<file path="src/rtl/assert_macros.svh">
// Assertion helpers shared by the RTL.
`ifndef ASSERT_MACROS_SVH
`define ASSERT_MACROS_SVH

// Same-cycle implication, checked out of reset.
`define SCE_ASSERT_NOW(label, clk, rst_n, ante, cons, msg) \
    label: assert property (@(posedge clk) disable iff (!rst_n) (ante) |-> (cons)) \
        else $error(msg);

// Next-cycle implication, checked out of reset.
`define SCE_ASSERT_NEXT(label, clk, rst_n, ante, cons, msg) \
    label: assert property (@(posedge clk) disable iff (!rst_n) (ante) |=> (cons)) \
        else $error(msg);

`endif

</file>
<file path="src/rtl/sce_pkg.sv">
`default_nettype none

package sce_pkg;

    localparam logic [1:0] KIND_START    = 2'd0;
    localparam logic [1:0] KIND_END      = 2'd1;
    localparam logic [1:0] KIND_INTERIOR = 2'd2;

    localparam logic [1:0] SIDE_NONE   = 2'd0;
    localparam logic [1:0] SIDE_AFTER  = 2'd1;
    localparam logic [1:0] SIDE_BEFORE = 2'd2;

    typedef struct packed {
        logic signed [31:0] sample_value;
        logic               sample_valid;
        logic signed [31:0] slope_value;
        logic               last_sample;
    } sample_t;

    typedef struct packed {
        logic [1:0]         point_kind;
        logic [15:0]        point_index;
        logic signed [31:0] point_value;
        logic               is_maximum;
        logic               is_minimum;
        logic [1:0]         undefined_side;
        logic               is_inflection;
        logic               result_last;
    } point_t;

    typedef struct packed {
        logic signed [31:0] prior_value;
        logic               prior_valid;
        logic signed [31:0] prior_slope;
        logic signed [31:0] center_value;
        logic               center_valid;
        logic signed [31:0] center_slope;
    } win_t;

endpackage

`default_nettype wire

</file>
<file path="src/rtl/sce_chan_if.sv">
`default_nettype none

interface sce_chan_if #(
    parameter type payload_t = logic
) ();
    logic     valid;
    logic     ready;
    payload_t payload;

    modport source (output valid, output payload, input ready);
    modport sink (input valid, input payload, output ready);
endinterface

`default_nettype wire

</file>
<file path="src/rtl/sce_window.sv">
`default_nettype none

module sce_window #(
    parameter int MAX_SAMPLES = 65536,
    parameter int CW          = 16
) (
    input  wire logic             clk,
    input  wire logic             rst_n,
    input  wire logic             accept,
    input  wire logic             last,
    input  wire sce_pkg::sample_t sample,
    output sce_pkg::win_t         win,
    output logic [CW-1:0]         count
);
    import sce_pkg::*;
    `include "assert_macros.svh"

    win_t          win_reg, win_next;
    logic [CW-1:0] count_reg, count_next;

    always_comb
    begin
        win_next   = win_reg;
        count_next = count_reg;
        if (accept)
        begin
            if (last)
            begin
                // end of function: drop the window, next item starts over
                win_next   = '0;
                count_next = '0;
            end
            else
            begin
                win_next.prior_value  = win_reg.center_value;
                win_next.prior_valid  = win_reg.center_valid;
                win_next.prior_slope  = win_reg.center_slope;
                win_next.center_value = sample.sample_value;
                win_next.center_valid = sample.sample_valid;
                win_next.center_slope = sample.slope_value;
                count_next            = count_reg + CW'(1);
            end
        end
    end

    always_ff @(posedge clk or negedge rst_n)
    begin
        if (!rst_n)
        begin
            win_reg   <= '0;
            count_reg <= '0;
        end
        else
        begin
            win_reg   <= win_next;
            count_reg <= count_next;
        end
    end

    assign win   = win_reg;
    assign count = count_reg;

    `SCE_ASSERT_NEXT(a_last_clears, clk, rst_n, accept && last, count_reg == '0 && !win_reg.center_valid, "window not cleared after last item")
    `SCE_ASSERT_NOW(a_count_bound, clk, rst_n, 1'b1, 32'(count_reg) <= 32'(MAX_SAMPLES - 1), "sample count past limit")

endmodule

`default_nettype wire

</file>
<file path="src/rtl/sce_classify.sv">
`default_nettype none

module sce_classify #(
    parameter int MAX_SAMPLES = 65536,
    parameter int CW          = 16
) (
    input  wire sce_pkg::sample_t sample,
    input  wire sce_pkg::win_t    win,
    input  wire logic [CW-1:0] count,
    input  wire logic        inflection_enable,
    output logic             last,
    output logic [1:0]       num_points,
    output sce_pkg::point_t  point0,
    output sce_pkg::point_t  point1
);
    import sce_pkg::*;

    localparam int XW = (CW > 16) ? CW : 16;

    logic [XW-1:0] idx_ext;
    logic [XW-1:0] idx_prev;
    logic          is_start;
    logic          examine;
    logic          mx, mn, inf;
    logic [1:0]    side;
    logic          interior;
    point_t        p_start, p_int, p_end;
    logic          c_gt_p, c_lt_p, c_gt_x, c_lt_x;
    logic          dc_lt, dc_gt;

    assign idx_ext  = XW'(count);
    assign idx_prev = idx_ext - XW'(1);
    assign is_start = (count == '0);
    assign last     = sample.last_sample || (count == CW'(MAX_SAMPLES - 1));
    assign examine  = (idx_ext >= XW'(2)) && win.center_valid;

    assign c_gt_p = $signed(win.center_value) > $signed(win.prior_value);
    assign c_lt_p = $signed(win.center_value) < $signed(win.prior_value);
    assign c_gt_x = $signed(win.center_value) > $signed(sample.sample_value);
    assign c_lt_x = $signed(win.center_value) < $signed(sample.sample_value);
    assign dc_lt  = $signed(win.center_slope) < $signed(win.prior_slope)
                    && $signed(win.center_slope) < $signed(sample.slope_value);
    assign dc_gt  = $signed(win.center_slope) > $signed(win.prior_slope)
                    && $signed(win.center_slope) > $signed(sample.slope_value);

    always_comb
    begin
        mx   = 1'b0;
        mn   = 1'b0;
        side = SIDE_NONE;
        inf  = 1'b0;
        if (!win.prior_valid && sample.sample_valid)
        begin
            mx   = c_gt_x;
            mn   = c_lt_x;
            side = SIDE_AFTER;
        end
        else if (win.prior_valid && !sample.sample_valid)
        begin
            mx   = c_gt_p;
            mn   = c_lt_p;
            side = SIDE_BEFORE;
        end
        else if (win.prior_valid && sample.sample_valid)
        begin
            mx  = c_gt_p && c_gt_x;
            mn  = c_lt_p && c_lt_x;
            inf = inflection_enable && (dc_lt || dc_gt);
        end
        if (!mx && !mn)
        begin
            side = SIDE_NONE;
        end
    end

    assign interior = examine && (mx || mn || inf);

    always_comb
    begin
        p_start             = '0;
        p_start.point_kind  = KIND_START;
        p_start.point_value = sample.sample_value;

        p_end               = '0;
        p_end.point_kind    = KIND_END;
        p_end.point_index   = idx_ext[15:0];
        p_end.point_value   = sample.sample_value;
        p_end.result_last   = 1'b1;

        p_int                = '0;
        p_int.point_kind     = KIND_INTERIOR;
        p_int.point_index    = idx_prev[15:0];
        p_int.point_value    = win.center_value;
        p_int.is_maximum     = mx;
        p_int.is_minimum     = mn;
        p_int.undefined_side = side;
        p_int.is_inflection  = inf;

        // start and interior never coincide, so at most two points
        num_points = 2'(is_start) + 2'(interior) + 2'(last);
        point1     = p_end;
        if (is_start)
        begin
            point0 = p_start;
        end
        else if (interior)
        begin
            point0 = p_int;
        end
        else
        begin
            point0 = p_end;
        end
        point0.result_last = (num_points == 2'd1);
    end

endmodule

`default_nettype wire

</file>
<file path="src/rtl/sce_out_queue.sv">
`default_nettype none

module sce_out_queue (
    input  wire logic        clk,
    input  wire logic        rst_n,
    input  wire logic [1:0]  push_n,
    input  wire sce_pkg::point_t push0,
    input  wire sce_pkg::point_t push1,
    output logic             room,
    sce_chan_if.source       point
);
    import sce_pkg::*;
    `include "assert_macros.svh"

    localparam int DEPTH = 4;
    localparam int PW    = $clog2(DEPTH);

    point_t        q_reg [DEPTH];
    logic [PW-1:0] wr_ptr_reg, wr_ptr_next;
    logic [PW-1:0] rd_ptr_reg, rd_ptr_next;
    logic [PW:0]   cnt_reg, cnt_next;
    logic          pop;
    logic [PW-1:0] wr_ptr_1;

    // accept only with room for a two-point item
    assign room     = cnt_reg <= (PW+1)'(DEPTH - 2);
    assign pop      = point.valid && point.ready;
    assign wr_ptr_1 = wr_ptr_reg + PW'(1);

    assign wr_ptr_next = wr_ptr_reg + PW'(push_n);
    assign rd_ptr_next = rd_ptr_reg + PW'(pop);
    assign cnt_next    = cnt_reg + (PW+1)'(push_n) - (PW+1)'(pop);

    always_ff @(posedge clk or negedge rst_n)
    begin
        if (!rst_n)
        begin
            wr_ptr_reg <= '0;
            rd_ptr_reg <= '0;
            cnt_reg    <= '0;
        end
        else
        begin
            wr_ptr_reg <= wr_ptr_next;
            rd_ptr_reg <= rd_ptr_next;
            cnt_reg    <= cnt_next;
        end
    end

    always_ff @(posedge clk)
    begin
        if (push_n != 2'd0)
        begin
            q_reg[wr_ptr_reg] <= push0;
        end
        if (push_n == 2'd2)
        begin
            q_reg[wr_ptr_1] <= push1;
        end
    end

    assign point.valid   = cnt_reg != '0;
    assign point.payload = q_reg[rd_ptr_reg];

    `SCE_ASSERT_NOW(a_no_overflow, clk, rst_n, 1'b1, cnt_reg <= (PW+1)'(DEPTH), "point queue overflow")
    `SCE_ASSERT_NOW(a_push_needs_room, clk, rst_n, push_n != 2'd0, room, "push without room")
    `SCE_ASSERT_NEXT(a_count_track, clk, rst_n, push_n == 2'd2 && !pop, cnt_reg == $past(cnt_reg) + (PW+1)'(2), "count lost a double push")

endmodule

`default_nettype wire

</file>
<file path="src/rtl/sampled_curve_extremum_classifier.sv">
`default_nettype none

// Channel   Dir  Payload                                          Handshake
// sample    in   sample_value, sample_valid, slope_value, last    valid/ready
// point     out  kind, index, value, max, min, side, inflection,  valid/ready
//                result_last
// cfg       in   inflection_enable (1 bit)                        valid/ready
//
// One item is taken per cycle while the queue has room, classified in the
// same cycle against the registered window; points go to a four-entry queue.
// Items with two points (the first sample of a one-sample function, or an
// interior point plus the ending point) take two output beats.
// Input ready drops only while the output queue has fewer than two free slots.
// rst_n clears the window, the sample count, the queue and inflection_enable.
// Output stalls back up through the queue; points are never dropped.

module sampled_curve_extremum_classifier #(
    parameter int MAX_SAMPLES = 65536
) (
    input  wire logic  clk,
    input  wire logic  rst_n,
    sce_chan_if.sink   sample,
    sce_chan_if.source point,
    sce_chan_if.sink   cfg
);
    import sce_pkg::*;

    // sample counter wide enough to reach MAX_SAMPLES-1
    localparam int CW = (MAX_SAMPLES > 2) ? $clog2(MAX_SAMPLES) : 1;

    logic          inflection_enable_reg;
    logic          room;
    logic          accept;
    logic          last;
    logic [1:0]    num_points;
    logic [1:0]    push_n;
    point_t        point0, point1;
    win_t          win;
    logic [CW-1:0] count;
    sample_t       sample_item;

    // Config register, always ready: the user writes only while idle (unchecked).
    assign cfg.ready = 1'b1;

    always_ff @(posedge clk or negedge rst_n)
    begin
        if (!rst_n)
        begin
            inflection_enable_reg <= 1'b0;
        end
        else if (cfg.valid)
        begin
            inflection_enable_reg <= cfg.payload;
        end
    end

    assign sample_item  = sample.payload;
    assign sample.ready = room;
    assign accept       = sample.valid && room;
    assign push_n       = accept ? num_points : 2'd0;

    // Hold the prior/center samples and the index within the function.
    sce_window #(
        .MAX_SAMPLES (MAX_SAMPLES),
        .CW          (CW)
    ) u_window (
        .clk    (clk),
        .rst_n  (rst_n),
        .accept (accept),
        .last   (last),
        .sample (sample_item),
        .win    (win),
        .count  (count)
    );

    // Classify the center sample and form start/interior/end points.
    sce_classify #(
        .MAX_SAMPLES (MAX_SAMPLES),
        .CW          (CW)
    ) u_classify (
        .sample            (sample_item),
        .win               (win),
        .count             (count),
        .inflection_enable (inflection_enable_reg),
        .last              (last),
        .num_points        (num_points),
        .point0            (point0),
        .point1            (point1)
    );

    // Buffer points so the input side keeps moving under output stalls.
    sce_out_queue u_out_queue (
        .clk    (clk),
        .rst_n  (rst_n),
        .push_n (push_n),
        .push0  (point0),
        .push1  (point1),
        .room   (room),
        .point  (point)
    );

endmodule

`default_nettype wire

</file>
<file path="src/flat_wrapper.sv">
// flat-port wrapper written by rule: the top's interface ports become plain ports
module sampled_curve_extremum_classifier_flat import sce_pkg::*;
#(
    parameter int MAX_SAMPLES = 65536
)
  (clk, rst_n, sample_valid, sample_payload, sample_ready, point_valid, point_payload, point_ready, cfg_valid, cfg_payload, cfg_ready);
  sce_chan_if #(.payload_t(sample_t)) sample_i ();
  sce_chan_if #(.payload_t(point_t)) point_i ();
  sce_chan_if #(.payload_t(logic)) cfg_i ();
  input  wire logic clk;
  input  wire logic rst_n;
  input wire logic [$bits(sample_i.valid)-1:0] sample_valid;
  input wire logic [$bits(sample_i.payload)-1:0] sample_payload;
  output wire logic [$bits(sample_i.ready)-1:0] sample_ready;
  output wire logic [$bits(point_i.valid)-1:0] point_valid;
  output wire logic [$bits(point_i.payload)-1:0] point_payload;
  input wire logic [$bits(point_i.ready)-1:0] point_ready;
  input wire logic [$bits(cfg_i.valid)-1:0] cfg_valid;
  input wire logic [$bits(cfg_i.payload)-1:0] cfg_payload;
  output wire logic [$bits(cfg_i.ready)-1:0] cfg_ready;
  assign sample_i.valid = sample_valid;
  assign sample_i.payload = sample_payload;
  assign sample_ready = sample_i.ready;
  assign point_valid = point_i.valid;
  assign point_payload = point_i.payload;
  assign point_i.ready = point_ready;
  assign cfg_i.valid = cfg_valid;
  assign cfg_i.payload = cfg_payload;
  assign cfg_ready = cfg_i.ready;
  sampled_curve_extremum_classifier #(.MAX_SAMPLES(MAX_SAMPLES)) u_core (.clk(clk), .rst_n(rst_n), .sample(sample_i), .point(point_i), .cfg(cfg_i));
endmodule
</file>
<file path="config.mk">
export PLATFORM = sky130hd
export DESIGN_NAME = sampled_curve_extremum_classifier_flat
export DESIGN_NICKNAME = d
export VERILOG_FILES = /design/src/rtl/sce_pkg.sv /design/src/rtl/sce_chan_if.sv /design/src/rtl/sce_window.sv /design/src/rtl/sce_classify.sv /design/src/rtl/sce_out_queue.sv /design/src/rtl/sampled_curve_extremum_classifier.sv /design/src/flat_wrapper.sv
export VERILOG_INCLUDE_DIRS = /design/src /design/src/rtl
export SDC_FILE = /design/constraint.sdc
export NUM_CORES = 1
export LEC_CHECK = 0
export BUFFER_PORTS_ARGS = -buffer_cell sky130_fd_sc_hd__buf_2
export CORE_AREA = 5 5 233 235
export DETAILED_ROUTE_END_ITERATION = 10
export DIE_AREA = 0 0 238 240
export PLACE_DENSITY = 0.61
export SKIP_CTS_REPAIR_TIMING = 1
export SLEW_MARGIN = 20
export SYNTH_ARGS = -nofsm -noshare
export SYNTH_HDL_FRONTEND = slang
export SYNTH_SLANG_ARGS = --single-unit
</file>
<file path="constraint.sdc">
create_clock -name clk -period 7.87 [get_ports clk]
set_input_delay 1.574 -clock clk [delete_from_list [all_inputs] [get_ports clk]]
set_output_delay 1.574 -clock clk [all_outputs]
set_load 0.005 [all_outputs]
</file>
# [After elaboration in Yosys (flattened, before gate mapping)]
# Memory sizes are Yosys's and may differ from the RTL's.
# Cells that the tools add are included.
[totals] ff_bits=154 latch_bits=0 ramBits=224 mem_bits_ro=0 in_bits=72 wordCells=79 memories=1
[classes] add_sub_neg=9 mul=0 div_mod_pow=0 n_lt_le_gt_ge=10 n_eq_ne=3 shift=0 muxes=21 n_bitwise=0 n_reduce_logical=24
[memory_table] name="u_core.u_out_queue.q_reg" depth=4 word_bits=56 rd=1 rd_ports_with_merged_regs=0 wr=2 line_no="sce_out_queue.sv:18" source="point_t q_reg [DEPTH];"
[ops] cell="130-bit 2-to-1 mux" count=1
[ops] cell="32-bit > comparator" count=4
[ops] cell="32-bit less-than comparator" count=4
[ops] cell="56-bit 2-to-1 mux" count=2
[ops] cell="16-bit by 1-bit adder with 16-bit output (second input constant)" count=1
[ops] cell="16-bit == test (second input constant)" count=1
[ops] cell="16-bit by 2-bit greater-or-equal comparator with 1-bit output (second input constant)" count=1
[ops] cell="16-bit logical NOT" count=1
[ops] cell="16-bit 2-to-1 mux" count=1
[ops] cell="16-bit by 1-bit subtractor with 16-bit output (second input constant)" count=1
[ops] cell="1-bit logical AND" count=13
[ops] cell="1-bit 2-to-1 mux" count=13
[ops] cell="2-bit 2-to-1 mux" count=4
[ops] cell="2-bit by 1-bit adder with 2-bit output" count=2
[ops] cell="1-bit logical NOT" count=4
[ops] cell="1-bit logical OR" count=4
[ops] cell="3-bit by 2-bit adder with 3-bit output" count=1
[ops] cell="3-bit by 2-bit less-or-equal comparator with 1-bit output (second input constant)" count=1
[ops] cell="3-bit nonzero test" count=1
[ops] cell="3-bit by 1-bit subtractor with 3-bit output" count=1
[ops] cell="1-bit by 1-bit adder with 2-bit output" count=1
[ops] cell="2-bit by 1-bit adder with 2-bit output (second input constant)" count=1
[ops] cell="2-bit adder" count=1
[ops] cell="2-bit by 1-bit == test with 1-bit output (second input constant)" count=1
[ops] cell="2 further kinds" count=2

# [Depth between registers and ports, before layout]
[depth] word_depth=15 ltp_mapped=20 mapped_depth_nobuf=18

# [Cells and area by module]
# From an unflattened synthesis, not the netlist that was laid out.
[unflattened] cells_unflattened=1926 hier_area_um2=22766.8
[by_module_without_submodules] mod="sce_out_queue" n_inst=1 cells_each=582 area_per_inst_um2=11380.9 seq_area_each_um2=6901.6
[by_module_without_submodules] mod="sce_window" n_inst=1 cells_each=656 area_per_inst_um2=6444.9 seq_area_each_um2=3653.5
[by_module_without_submodules] mod="sce_classify" n_inst=1 cells_each=681 area_per_inst_um2=4870.9 seq_area_each_um2=0.0
[by_module_without_submodules] mod="sampled_curve_extremum_classifier" n_inst=1 cells_each=7 area_per_inst_um2=70.1 seq_area_each_um2=25.0

# [Worst setup path before layout]
# OpenSTA, ideal clock, no wires.
[synth_path] path_type="input to register" from="input port sample_payload[12]" to="memory u_core.u_out_queue.q_reg[1][40] (netlist bit), data pin" arrival_ns=6.560 slack_ns=1.162 stages=18 path_cell_list="inv_1 -> ha_1 -> nand3_1 -> or4_1 -> a21o_1 -> a311oi_2 -> mux2i_1 -> or4_4 -> a31oi_4 -> buf_4 -> buf_2 -> fa_1 -> nor4_1 -> nor2_1 -> inv_1 -> nand2_1 -> a31oi_1 -> o21bai_1"
[synth_rtl] item="from (decl)" line_no="flat_wrapper.sv:13" source="input wire logic [$bits(sample_i.payload)-1:0] sample_payload;"
[synth_rtl] item="to (decl)" line_no="sce_out_queue.sv:18"

==> flow_summary.toml <==
[hold_path]
hold_path_class = "register to register"

[final_layout]
fill_cells = 4788
multi_input_comb_area_um2 = 9230
largest_reg_flops = 224
register_area_um2 = 10300
fin_cells = 2695
layout-drive-gt1-share_pct = 16.8
stdcell_area_um2 = 23300
syn2layout_area_growth_pct = 13.5
final_nets = 2180

[drt]
vias = 15700
drtAntennaViolNets = 0
dr.pass1.iters = 6
finalWirelength_um = 57400
drc = 0
route.detailed.wl_per_inst_um = 21.3
avgViaCountPerCell = 5.82
drt_iter0_drc = 1443

[grt]
antenna_found_initial = 3
globalRoute.totalOverflow = 0
grt_pass1_vias = 15600
track_usage_pct = 19.8
grt_max_degree = 101
grt_pass1_wl_um = 89500

[timing]
setup_tns_ns = 0
rsz0062_at_grt = "no"
max_freq_mhz = 158
slew_violations = 0
period_share_pct = 80.2
fin_skew_ns = 0.0103
relSlewSlack_pct = 32.7
period_minus_slack_ns = 6.32
setup_violations = 0
layout_setup_ws_ns = 1.55
finalHoldViolations = 0
worst_pin_slew_ns = 1.01

[die]
boundaryPins = 131
die_w_um = 238
fp-row-count = 84
die_height_um = 240
dieArea_um2 = 57100
start_util_pct = 39.6
core_um2 = 52000

[worst_setup_path]
worstPathRequired_ns = 8.19
worstSetupStartpointType = "primary input"
endpoint_kind = "register"
cp_max_fo = 20
crit_type = "primary input to register"
ff2ff_setup_slack_ns = 2.20
cp_data_arrival_time_ns = 6.63

[outcome]
status = "finished, final reports clean"

[power_and_ir_drop]
leakage_nw = 9.55
peakVddDrop_mv = 0.191
p_per_area_nw_per_um2 = 349

[synthesis]
ys_seq_area_share_pct = 49.9
syn-num-nets = 2096
synthDistinctLibCells = 72
synth_top_flop_cell = "edfxtp_1"
yosysWarnings = 0
ys_ff_latch = 378
synthCells = 1885
syn-cell-area_um2 = 20600
async_reset_ff_share_pct = 40.7
synth_edf_count = 192
synth.avg_cell_area_um2 = 10.9

[placed_design]
port_buffers = 129
placed_area_um2 = 21900
gp_congestion = 0.862
hpwlAfterDp_um = 37400
placed_cells = 2609
dpl_worst_slack_ns = 0.980

[clock_tree]
cts_buffer_depth = 3
cts_buffers = 44
cts_max_level = 2
cts.sinks = 378
cts_tree = "yes"
insertion_delay_ns = 0.57
path_clk_slew_ns = 0.06
clock-root-buffer = "clkbuf_16"

[flow_run]
drv_cap = 0
-- synthesized netlist by cell type (32+ instances only) --
cell type,number,share of area (%)
nand2_1,202,3.7
edfxtp_1,192,28
inv_1,155,2.8
dfrtp_1,154,19
ha_1,137,8.3
a22o_1,135,5.7
nand3_1,121,2.9
o21ai_0,116,2.8
clkbuf_1,93,1.7
o31ai_1,66,2.4
nor2_1,63,1.1
a21oi_1,59,1.4
mux4_2,56,6.1
o221ai_1,33,1.4
dfxtp_1,32,3.1
-- layout by cell type (no fill, tap or decap), drive strengths merged, types with 4 or more instances in the layout --
cell	Yosys	layout
o221ai	33	33
dfrtp	154	154
xor2	6	6
dfxtp	32	32
mux2	5	5
buf	36	167
ha	137	137
a22o	135	135
o21ai	121	121
a211o	7	7
a21o	14	14
nor4	6	6
nor2	63	63
a31o	14	14
nand3	121	121
clkinv	1	18
o2bb2ai	5	5
and2	9	9
xnor2	8	8
and4	4	4
nand4	27	27
nor3	18	18
or3	6	6
mux4	56	56
nand2	206	206
nand3b	9	9
clkbuf	93	58
inv	156	160
o31ai	66	66
edfxtp	192	192
a41oi	4	4
a31oi	9	9
a21oi	59	59
nor2b	9	9
o211ai	5	5
and3	10	10
o21a	4	4
or4	4	4
-- worst max-delay path, cell delays in order --
cell	delay, ns
buf_2	0.15
inv_1	0.10
ha_1	0.41
nand4_1	0.21
nor4_1	0.41
and4_1	0.33
o31a_1	0.22
o211ai_1	0.14
a32oi_1	0.46
a31oi_4	0.15
fa_1	0.55
o21ai_1	0.36
or3_1	0.73
nor2_1	0.11
and2_1	0.21
buf_4	0.24
a22o_1	0.27
-- through the flow --
stage | hold WS (ns) | utilization [%] | power (mW)
floorplan | 0.418 | - | 5.10
global placement | 0.434 | 42.1 | 6.11
detailed placement | 0.433 | 42.1 | 6.20
CTS | 0.442 | 44.8 | 8.20
global route | 0.463 | 44.9 | 8.71
finish | 0.440 | 44.9 | 8.15
-- power by group --
group          total (mW)  switching, mW  internal, mW
Sequential           3.01          0.387          2.62
Combinational        3.17           1.90          1.27
Clock                1.97          0.850          1.12
Total                8.15           3.14          5.02
-- kinds of logic (layout without fill, tap and decap cells) --
| family | count (synthesis) | count (layout) | share of synthesized area (%) |
|---|---|---|---|
| buffers and inverters | 286 | 406 | 5.57 |
| adders and majority gates | 139 | 139 | 8.52 |
| DFF | 378 | 378 | 49.9 |
| and+or+nand+nor | 498 | 498 | 11.2 |
| muxes | 62 | 62 | 6.45 |
| xor gates and xnor gates | 14 | 14 | 0.596 |
| AOI/OAI and AO/OA | 507 | 507 | 17.7 |
| other | 1 | 3 | 0.0182 |
-- metal layers --
metal	track usage [%]	wire (um)
met1	26.4	24600
met3	2.82	3670
met5	0	0
met4	7.63	2080
met2	33.0	27100
-- area by class of cell --
| cell class | count | share of cell area, % |
|---|---|---|
| flip-flops and latches | 378 | 44.0 |
| diodes | 2 | 0.0214 |
| repair buffers | 167 | 4.40 |
| clock inverters | 24 | 0.691 |
| well taps | 688 | 3.69 |
| multi-input cells | 1221 | 39.5 |
| clock buffers | 58 | 5.20 |
| inverters | 157 | 2.52 |
-- final timing paths --
| check | from | end | cells past startpoint |
|---|---|---|---|
| hold reg to reg | u_core.u_out_queue.q_reg[2][55] | u_core.u_out_queue.q_reg[2][55] | 2 |
| min in group asynchronous | rst_n | u_core.u_window.win[74] | 1 |
| setup reg to reg | u_core.u_window.win[64] | u_core.u_out_queue.q_reg[0][13] | 15 |
| hold / removal | u_core.u_out_queue.q_reg[2][55] | u_core.u_out_queue.q_reg[2][55] | 2 |
| max in group asynchronous | rst_n | u_core.u_out_queue.rd_ptr_reg[1] | 3 |
| setup / recovery | sample_payload[65] | u_core.u_out_queue.q_reg[0][13] | 17 |
(Power assumes the default switching activity.)
